--- config.mk ---
export PLATFORM = sky130hd
export DESIGN_NAME = stx_etx_lrc_frame_classifier_core
export DESIGN_NICKNAME = d
export VERILOG_FILES = /design/src/design/selc_pkg.sv /design/src/design/stx_etx_lrc_frame_classifier_core.sv /design/src/design/selc_classifier.sv /design/src/design/selc_frame_tracker.sv
export SDC_FILE = /design/constraint.sdc
export NUM_CORES = 1
export LEC_CHECK = 0
export BUFFER_PORTS_ARGS = -buffer_cell sky130_fd_sc_hd__clkbuf_2
export CAP_MARGIN = 40
export CORE_MARGIN = 5
export CORE_UTILIZATION = 57
export DETAILED_ROUTE_END_ITERATION = 8
export PLACE_DENSITY = 0.77
export SYNTH_ARGS = -nofsm -noshare
export SYNTH_HDL_FRONTEND = slang
export SYNTH_HIERARCHICAL = 1
export SYNTH_SLANG_ARGS = --single-unit
--- constraint.sdc ---
create_clock -name aclk -period 4.92 [get_ports aclk]
set_input_delay 0.984 -clock aclk [delete_from_list [all_inputs] [get_ports aclk]]
set_output_delay 0.984 -clock aclk [all_outputs]
set_load 0.03 [all_outputs]
--- src/design/selc_pkg.sv ---
package selc_pkg;

    localparam int POS_W           = 12;
    localparam int N_W             = POS_W + 1;
    localparam int HEAD_LEN        = 13;
    localparam int HEAD_BASE       = 11;
    localparam int MIN_FRAME_BYTES = 13;
    localparam int MAX_FRAME_DEF   = 2048;

    localparam logic [POS_W-1:0] POS_MAX = {POS_W{1'b1}};

    localparam logic [7:0] STX_BYTE  = 8'h02;
    localparam logic [7:0] ETX_BYTE  = 8'h03;
    localparam logic [7:0] ACK_BYTE  = 8'h06;
    localparam logic [7:0] NAK_BYTE  = 8'h15;
    localparam logic [7:0] CONS_ERR_BYTE = 8'h58;

    localparam logic [7:0] PATH_REPLY = 8'h04;
    localparam logic [7:0] PATH_DATA  = 8'h05;
    localparam logic [7:0] PATH_TIP   = 8'h07;

    localparam logic [1:0] WF_OTHER     = 2'd0;
    localparam logic [1:0] WF_SIGN_IN   = 2'd1;
    localparam logic [1:0] WF_LINK_TEST = 2'd2;

    typedef enum logic [2:0] {
        ERR_NONE      = 3'd0,
        ERR_TOO_LONG  = 3'd1,
        ERR_TOO_SHORT = 3'd2,
        ERR_BAD_START = 3'd3,
        ERR_BAD_END   = 3'd4,
        ERR_LENGTH    = 3'd5,
        ERR_CHECK     = 3'd6
    } frame_err_t;

    typedef enum logic [3:0] {
        FT_UNKNOWN       = 4'd0,
        FT_CARD_CONSUME  = 4'd1,
        FT_POS_CONSUME   = 4'd2,
        FT_SIGN_CONFIRM  = 4'd3,
        FT_LINK_OK       = 4'd4,
        FT_SIGN_VERIFY   = 4'd5,
        FT_LINK_ERROR    = 4'd6,
        FT_CONSUME_ERROR = 4'd7,
        FT_NOT_SIGNED    = 4'd8,
        FT_CONSUME_DATA  = 4'd9,
        FT_CORRECTION    = 4'd10,
        FT_SIGN_IN_DATA  = 4'd11,
        FT_CONSUME_TIP   = 4'd12
    } frame_type_t;

    typedef logic [HEAD_LEN-1:0][7:0] head_bytes_t;

    typedef struct packed {
        frame_type_t frame_type;
        frame_err_t  frame_error;
        logic [7:0]  route_byte;
        logic [7:0]  consume_error_code;
        logic        ever_recognized;
    } frame_result_t;

endpackage

--- src/design/stx_etx_lrc_frame_classifier_core.sv ---
// Channel | Ports                                  | Transfer
// input   | s_valid s_ready s_data_byte s_last_byte | one frame byte per transaction
// result  | m_valid m_ready m_frame_type ...        | one transaction per frame end
// config  | cfg_wr_en cfg_wr_data                   | write on enable, no wait
// One byte is accepted per cycle while s_ready is high. Each byte waits in an input
// register and the tracker processes it as it leaves, so a frame's result and m_valid
// are loaded into the output registers together as its last byte leaves that register.
// A stalled result holds the tracker stage; s_ready falls only when the input
// register is full and the output register is held.
// Reset (aresetn low, synchronous) clears frame state, the stored error byte,
// the sticky flag and the workflow register.
module stx_etx_lrc_frame_classifier_core #(
    parameter int MAX_FRAME_BYTES = selc_pkg::MAX_FRAME_DEF
) (
    input  logic       aclk,
    input  logic       aresetn,
    input  logic       cfg_wr_en,
    input  logic [1:0] cfg_wr_data,
    input  logic       s_valid,
    output logic       s_ready,
    input  logic [7:0] s_data_byte,
    input  logic       s_last_byte,
    output logic       m_valid,
    input  logic       m_ready,
    output logic [3:0] m_frame_type,
    output logic [2:0] m_frame_error,
    output logic [7:0] m_route_byte,
    output logic [7:0] m_consume_error_code,
    output logic       m_ever_recognized
);
    import selc_pkg::*;

    logic          in_valid_reg, in_valid_next;
    logic [7:0]    in_data_reg;
    logic          in_last_reg;
    logic          out_valid_reg, out_valid_next;
    frame_result_t out_res_reg;
    logic [1:0]    workflow_reg;
    logic          stall;
    logic          step_en;
    frame_result_t tracker_res;

    assign stall   = out_valid_reg && !m_ready;
    assign step_en = in_valid_reg && !stall;
    assign s_ready = !in_valid_reg || !stall;

    always_comb begin
        in_valid_next = in_valid_reg;
        if (s_valid && s_ready) begin
            in_valid_next = 1'b1;
        end else if (step_en) begin
            in_valid_next = 1'b0;
        end
    end

    always_comb begin
        out_valid_next = out_valid_reg;
        if (!stall) out_valid_next = step_en && in_last_reg;
    end

    always_ff @(posedge aclk) begin
        if (!aresetn) begin
            in_valid_reg  <= 1'b0;
            out_valid_reg <= 1'b0;
            workflow_reg  <= WF_OTHER;
        end else begin
            in_valid_reg  <= in_valid_next;
            out_valid_reg <= out_valid_next;
            if (cfg_wr_en) workflow_reg <= cfg_wr_data;
        end
    end

    always_ff @(posedge aclk) begin
        if (s_valid && s_ready) begin
            in_data_reg <= s_data_byte;
            in_last_reg <= s_last_byte;
        end
        if (step_en && in_last_reg) out_res_reg <= tracker_res;
    end

    selc_frame_tracker #(
        .MAX_FRAME_BYTES (MAX_FRAME_BYTES)
    ) u_tracker (
        .aclk           (aclk),
        .aresetn        (aresetn),
        .step_en        (step_en),
        .data_byte      (in_data_reg),
        .last_byte      (in_last_reg),
        .workflow_state (workflow_reg),
        .result         (tracker_res)
    );

    assign m_valid              = out_valid_reg;
    assign m_frame_type         = out_res_reg.frame_type;
    assign m_frame_error        = out_res_reg.frame_error;
    assign m_route_byte         = out_res_reg.route_byte;
    assign m_consume_error_code = out_res_reg.consume_error_code;
    assign m_ever_recognized    = out_res_reg.ever_recognized;

endmodule

--- src/design/selc_classifier.sv ---
module selc_classifier (
    input  logic [7:0]           path_byte,
    input  selc_pkg::head_bytes_t payload,
    input  logic [1:0]           workflow_state,
    output selc_pkg::frame_type_t frame_type
);
    import selc_pkg::*;

    always_comb begin
        frame_type = FT_UNKNOWN;
        unique case (path_byte)
            PATH_REPLY: begin
                if (payload[0] == 8'h57 && payload[1] == 8'h31) begin
                    if (payload[3] == 8'h30 && payload[4] == 8'h31) begin
                        frame_type = FT_CARD_CONSUME;
                    end else if (payload[3] == 8'h30 && payload[4] == 8'h32) begin
                        frame_type = FT_POS_CONSUME;
                    end
                end else if (payload[0] == ACK_BYTE && payload[2] == 8'h30 &&
                             payload[3] == 8'h30) begin
                    if (workflow_state == WF_SIGN_IN) begin
                        frame_type = FT_SIGN_CONFIRM;
                    end else if (workflow_state == WF_LINK_TEST) begin
                        frame_type = FT_LINK_OK;
                    end
                end else if (payload[0] == NAK_BYTE) begin
                    if (workflow_state == WF_SIGN_IN) begin
                        frame_type = FT_SIGN_VERIFY;
                    end else if (workflow_state == WF_LINK_TEST) begin
                        frame_type = FT_LINK_ERROR;
                    end
                end
            end
            PATH_DATA: begin
                if (payload[0] == NAK_BYTE) begin
                    if (payload[2] == CONS_ERR_BYTE && payload[3] == CONS_ERR_BYTE) begin
                        frame_type = FT_CONSUME_ERROR;
                    end else if (payload[2] == 8'h41 && payload[3] == 8'h34) begin
                        frame_type = FT_NOT_SIGNED;
                    end else if (payload[2] == CONS_ERR_BYTE && payload[3] == 8'h35) begin
                        frame_type = FT_SIGN_VERIFY;
                    end
                end else if (payload[0] == 8'h60 && payload[12] == 8'h00) begin
                    case (payload[11])
                        8'h02:   frame_type = FT_CONSUME_DATA;
                        8'h04:   frame_type = FT_CORRECTION;
                        8'h08:   frame_type = FT_SIGN_IN_DATA;
                        default: frame_type = FT_UNKNOWN;
                    endcase
                end
            end
            PATH_TIP: begin
                if (payload[0] == 8'h39 && payload[1] == 8'h37) begin
                    frame_type = FT_CONSUME_TIP;
                end
            end
            default: frame_type = FT_UNKNOWN;
        endcase
    end

endmodule

--- src/design/selc_frame_tracker.sv ---
module selc_frame_tracker #(
    parameter int MAX_FRAME_BYTES = selc_pkg::MAX_FRAME_DEF
) (
    input  logic                    aclk,
    input  logic                    aresetn,
    input  logic                    step_en,
    input  logic [7:0]              data_byte,
    input  logic                    last_byte,
    input  logic [1:0]              workflow_state,
    output selc_pkg::frame_result_t result
);
    import selc_pkg::*;

    logic [POS_W-1:0] pos_reg;
    logic [7:0]       xor_reg;
    logic [7:0]       start_reg;
    logic [15:0]      len_reg;
    logic [7:0]       path_reg;
    logic [7:0]       prev_reg;
    head_bytes_t      head_reg;
    logic [7:0]       err_byte_reg;
    logic             recog_reg;

    logic [N_W-1:0]   frame_len;
    logic [15:0]      len_expect;
    head_bytes_t      payload;
    frame_err_t       err;
    frame_type_t      cls_type;
    frame_type_t      final_type;

    // Frame length counts the byte now in hand.
    assign frame_len  = {1'b0, pos_reg} + N_W'(1);
    assign len_expect = 16'(frame_len) - 16'd5;

    // Payload bytes not covered by this frame read as zero.
    always_comb begin
        for (int k = 0; k < HEAD_LEN; k++) begin
            payload[k] = (pos_reg >= POS_W'(MIN_FRAME_BYTES + k)) ? head_reg[k] : 8'h00;
        end
    end

    always_comb begin
        if (frame_len > N_W'(MAX_FRAME_BYTES)) begin
            err = ERR_TOO_LONG;
        end else if (frame_len < N_W'(MIN_FRAME_BYTES)) begin
            err = ERR_TOO_SHORT;
        end else if (start_reg != STX_BYTE) begin
            err = ERR_BAD_START;
        end else if (prev_reg != ETX_BYTE) begin
            err = ERR_BAD_END;
        end else if (len_reg != len_expect) begin
            err = ERR_LENGTH;
        end else if (xor_reg != data_byte) begin
            err = ERR_CHECK;
        end else begin
            err = ERR_NONE;
        end
    end

    selc_classifier u_classifier (
        .path_byte      (path_reg),
        .payload        (payload),
        .workflow_state (workflow_state),
        .frame_type     (cls_type)
    );

    assign final_type = (err == ERR_NONE) ? cls_type : FT_UNKNOWN;

    always_comb begin
        result.frame_type  = final_type;
        result.frame_error = err;
        // A last byte at offset 3 is itself the path byte.
        result.route_byte  = (pos_reg == POS_W'(3)) ? data_byte : path_reg;
        result.consume_error_code =
            (final_type == FT_CONSUME_ERROR) ? CONS_ERR_BYTE : err_byte_reg;
        result.ever_recognized = recog_reg | (final_type != FT_UNKNOWN);
    end

    always_ff @(posedge aclk) begin
        if (!aresetn) begin
            pos_reg      <= '0;
            xor_reg      <= '0;
            start_reg    <= '0;
            len_reg      <= '0;
            path_reg     <= '0;
            prev_reg     <= '0;
            err_byte_reg <= '0;
            recog_reg    <= 1'b0;
        end else if (step_en) begin
            if (last_byte) begin
                pos_reg   <= '0;
                xor_reg   <= '0;
                start_reg <= '0;
                len_reg   <= '0;
                path_reg  <= '0;
                prev_reg  <= '0;
                err_byte_reg <= result.consume_error_code;
                recog_reg    <= result.ever_recognized;
            end else begin
                if (pos_reg == POS_W'(0)) start_reg <= data_byte;
                if (pos_reg == POS_W'(1)) len_reg[15:8] <= data_byte;
                if (pos_reg == POS_W'(2)) len_reg[7:0] <= data_byte;
                if (pos_reg == POS_W'(3)) path_reg <= data_byte;
                if (pos_reg != '0) xor_reg <= xor_reg ^ data_byte;
                prev_reg <= data_byte;
                if (pos_reg != POS_MAX) pos_reg <= pos_reg + POS_W'(1);
            end
        end
    end

    // Capture the payload head; stale entries are masked by length.
    always_ff @(posedge aclk) begin
        if (step_en) begin
            for (int k = 0; k < HEAD_LEN; k++) begin
                if (pos_reg == POS_W'(HEAD_BASE + k)) head_reg[k] <= data_byte;
            end
        end
    end

endmodule

==> report_table.html <==
<table>
<tr><th>Metric</th><th>Value</th></tr>
<tr><th colspan="2">Placed design</th></tr>
<tr><td>Input/output buffers</td><td>41</td></tr>
<tr><td>Post-detail-place hpwl</td><td>14600 um</td></tr>
<tr><td>Post-place setup slack</td><td>0.0624 ns</td></tr>
<tr><td>Weighted congestion reported at the end of routability-driven placement</td><td>0.980</td></tr>
<tr><th colspan="2">Min path</th></tr>
<tr><td>Hold worst-path end</td><td>u_tracker/err_byte_reg[0]$_SDFFE_PN0P_</td></tr>
<tr><td>Worst min path class</td><td>reg2reg</td></tr>
<tr><td>Worst hold path startpoint</td><td>u_tracker/err_byte_reg[0]$_SDFFE_PN0P_</td></tr>
<tr><td>Min-Delay Path Depth</td><td>2</td></tr>
<tr><th colspan="2">Critical path</th></tr>
<tr><td>WP buf/inv</td><td>2</td></tr>
<tr><td>Slowest cell on the critical path</td><td>or4_4</td></tr>
<tr><td>FF-to-FF End</td><td>m_consume_error_code[1]$_DFFE_PP_</td></tr>
<tr><td>R2r startpoint</td><td>u_tracker/pos_reg[5]$_SDFFE_PN0P_</td></tr>
<tr><td>CP delay by family, top</td><td>simple AND/OR/NAND/NOR gates</td></tr>
<tr><td>Maximum fanout along the worst path</td><td>8</td></tr>
<tr><td>Crit Path Category</td><td>reg2reg</td></tr>
<tr><td>Endpoint arrival time on the critical path</td><td>4.99 ns</td></tr>
<tr><td>Endpoint class of the critical path</td><td>flop</td></tr>
<tr><td>Crit path launch type</td><td>flop</td></tr>
<tr><td>Largest stage delay, worst path</td><td>0.55 ns</td></tr>
<tr><td>Most frequent CP cell</td><td>or3_4</td></tr>
<tr><td>R2R cell count</td><td>15</td></tr>
<tr><td>Required time at the endpoint of the critical path</td><td>5.10 ns</td></tr>
<tr><td>Slack of the worst reg-to-reg path</td><td>0.11 ns</td></tr>
<tr><td>Cells traversed along the worst timing path</td><td>or4_4 -&gt; or3_4 -&gt; a311oi_2 -&gt; buf_4 -&gt; nor2b_1 -&gt; or4b_4 -&gt; or2_4 -&gt; or3_4 -&gt; a2bb2oi_1 -&gt; o211ai_2 -&gt; nand4b_1 -&gt; or3_4 -&gt; a2111oi_4 -&gt; buf_4 -&gt; and2b_2</td></tr>
<tr><th colspan="2">Yosys</th></tr>
<tr><td>Post-Syn Area per Cell</td><td>10.3 sq um</td></tr>
<tr><td>Yosys warning count</td><td>6</td></tr>
<tr><td>Synthesized instance count</td><td>794</td></tr>
<tr><td>Synth Cell Area</td><td>0.00816 sq mm</td></tr>
<tr><td>Synth Net Count</td><td>818</td></tr>
<tr><th colspan="2">GRT</th></tr>
<tr><td>Pin count of the biggest net entering global routing</td><td>44</td></tr>
<tr><td>Global-route wire length before repair</td><td>33200 um</td></tr>
<tr><td>Via count of the first global-routing pass</td><td>6325</td></tr>
<tr><td>Total gr overflow</td><td>0</td></tr>
<tr><td>Overall fraction of global-route tracks in use</td><td>0.257</td></tr>
<tr><td>Number of antenna violations at the first check in global routing</td><td>0</td></tr>
<tr><th colspan="2">Routing</th></tr>
<tr><td>Number of detailed-route iterations in the first pass</td><td>6</td></tr>
<tr><td>Average routed wire per standard cell</td><td>20.2 um</td></tr>
<tr><td>Via Count</td><td>6535</td></tr>
<tr><td>Number of vias per cell</td><td>6.31</td></tr>
<tr><td>DRC marker count from the first detailed-route iteration</td><td>744</td></tr>
<tr><td>Total DRC errors in the routed layout</td><td>0</td></tr>
<tr><td>Antenna Violating Nets Remaining</td><td>0</td></tr>
<tr><td>Post-detailed-routing wire length</td><td>20900 um</td></tr>
<tr><th colspan="2">Clock tree</th></tr>
<tr><td>H-tree levels</td><td>4</td></tr>
<tr><td>Clk_lat worst skew</td><td>0.43 ns</td></tr>
<tr><td>CTS tree</td><td>built</td></tr>
<tr><td>Clock input transition at the sequential cells of the worst setup and hold paths</td><td>0.06 ns</td></tr>
<tr><td>Deepest clock path buffer count</td><td>2</td></tr>
<tr><td>CTS Buf Count</td><td>17</td></tr>
<tr><td>Count of clock tree sinks</td><td>162</td></tr>
<tr><td>Clock Tree Root</td><td>clkbuf_16</td></tr>
<tr><td>Hold buffers post-CTS</td><td>0</td></tr>
<tr><th colspan="2">STA</th></tr>
<tr><td>Highest clock rate</td><td>0.208 GHz</td></tr>
<tr><td>Final critical delay including setup and external delays</td><td>4.81 ns</td></tr>
<tr><td>Clock Skews</td><td>0.00914 ns</td></tr>
<tr><td>Max-slew headroom</td><td>0.457</td></tr>
<tr><td>Final Hold Fails</td><td>0</td></tr>
<tr><td>Transition at the pin with the smallest max-transition slack</td><td>0.813 ns</td></tr>
<tr><td>Fraction of the cycle the final worst path needs</td><td>0.979</td></tr>
<tr><td>Final number of max-transition violations</td><td>0</td></tr>
<tr><td>Smallest setup slack after layout</td><td>0.105 ns</td></tr>
<tr><td>Post-Route Setup TNS</td><td>0 ns</td></tr>
<tr><td>Number of setup violations in the final report</td><td>0</td></tr>
<tr><th colspan="2">Cells and area</th></tr>
<tr><td>Layout area overhead</td><td>13.8%</td></tr>
<tr><td>Number of inserted diodes</td><td>0</td></tr>
<tr><td>Number of flip-flops under the largest register name</td><td>56</td></tr>
<tr><td>Share of cells above drive strength 1</td><td>0.176</td></tr>
<tr><td>Post-layout util</td><td>0.664</td></tr>
<tr><td>Post-layout net count</td><td>867</td></tr>
<tr><th colspan="2">Floorplan</th></tr>
<tr><td>Total number of placement rows</td><td>43</td></tr>
<tr><td>Die Wd</td><td>130 um</td></tr>
<tr><td>Die area</td><td>0.0168 sq mm</td></tr>
<tr><td>Die outline height</td><td>130 um</td></tr>
<tr><td>I/O pins</td><td>42</td></tr>
<tr><td>Standard cell core area</td><td>0.0140 sq mm</td></tr>
<tr><td>Starting density of the core</td><td>0.584</td></tr>
<tr><th colspan="2">Power</th></tr>
<tr><td>Final Total Pwr</td><td>2940 uW</td></tr>
<tr><td>Relative contribution of combinational cells to total power</td><td>0.041</td></tr>
<tr><td>Maximum ir drop on the vdd rail</td><td>0.243 mV</td></tr>
<tr><td>Switching power</td><td>650 uW</td></tr>
<tr><td>Clock power frac</td><td>0.466</td></tr>
<tr><td>Lkg Pwr</td><td>0.00332 uW</td></tr>
<tr><td>Sequential share of power</td><td>0.493</td></tr>
<tr><td>Sw frac</td><td>0.221</td></tr>
<tr><td>Power density over the cells</td><td>317 mW/mm^2</td></tr>
<tr><td>Internal power</td><td>2300 uW</td></tr>
<tr><th colspan="2">Status</th></tr>
<tr><td>Run status</td><td>complete, no violations</td></tr>
<tr><th colspan="2">Run</th></tr>
<tr><td>Max capacitance violation total</td><td>0</td></tr>
</table>
per-layer routing:
layer  GRT usage  part of all wire
met1       0.328              0.41
met2       0.425              0.48
met3      0.0511             0.074
met4       0.113             0.035
met5           0                 0
how the worst max path moves through the flow:
stage	start	to	slack [ns]	cells after the start
after floorplan	u_tracker/pos_reg[6]$_SDFFE_PN0P_	m_consume_error_code[0]$_DFFE_PP_	0.15	15
after global placement	u_tracker/pos_reg[5]$_SDFFE_PN0P_	m_consume_error_code[0]$_DFFE_PP_	0.19	14
after detailed placement	u_tracker/pos_reg[5]$_SDFFE_PN0P_	m_consume_error_code[1]$_DFFE_PP_	0.06	14
after CTS	u_tracker/pos_reg[5]$_SDFFE_PN0P_	m_consume_error_code[1]$_DFFE_PP_	0.01	14
after global routing	u_tracker/pos_reg[5]$_SDFFE_PN0P_	m_consume_error_code[1]$_DFFE_PP_	-0.005	15
final	u_tracker/pos_reg[5]$_SDFFE_PN0P_	m_consume_error_code[1]$_DFFE_PP_	0.11	15
worst reg2reg max path, stage by stage, from the launching register on:
cell	delay (ns)
dfxtp_1	0.32
or4_4	0.55
or3_4	0.42
a311oi_2	0.25
buf_4	0.20
nor2b_1	0.07
or4b_4	0.54
or2_4	0.29
or3_4	0.40
a2bb2oi_1	0.16
o211ai_2	0.21
nand4b_1	0.12
or3_4	0.35
a2111oi_4	0.27
buf_4	0.19
and2b_2	0.23
per-stage QoR:
stage	hold slack [ns]	cells	instance area [sq um]
after CTS	0.435	1033	9250
after global placement	0.420	1000	8630
after floorplan	0.408	794	8170
after global routing	0.456	1036	9290
final	0.438	1036	9290
after detailed placement	0.424	1001	8630
power by group through the flow:
stage | Combinational [uW] | Sequential, uW | Clock, uW
global placement | 116 | 1480 | 0
detailed placement | 119 | 1480 | 0
finish | 121 | 1450 | 1370
floorplan | 68.0 | 1480 | 0
CTS | 120 | 1450 | 1380
global route | 131 | 1450 | 1450
layout by cell type, fill, tap and decap left out, types with 7 or more instances in the layout:
cell       count
a21boi_0      14
a21oi_1       32
a22oi_1       33
a31oi_1        7
and2_1        36
and3_1         8
buf_4         34
clkbuf_16     17
clkbuf_2      41
dfxtp_1       73
edfxtp_1      89
ha_1           8
inv_1         14
mux2_2         9
nand2_1       42
nand3_1       17
nand3b_1      10
nand4_1       14
nor2_1        55
nor2b_1       81
nor3_1        23
nor4_1        14
o21ai_0       21
xnor2_1       29
area by class of cell:
| class | count | area, sq um |
|---|---|---|
| fillers | 1086 | 4690 |
| flip-flops and latches | 162 | 4130 |
| well taps | 180 | 225 |
| repair buffers | 76 | 465 |
| clock inverters | 14 | 174 |
| clock buffers | 18 | 439 |
| inverters | 14 | 52.6 |
| multi-input cells | 572 | 3800 |
repair_timing:
action / CTS / global route
setup buffers: 0 / 3
gates resized for setup: 0 / 6
setup endpoints to repair: 0 / 16
Note: power is estimated with default switching activity, not from simulation.
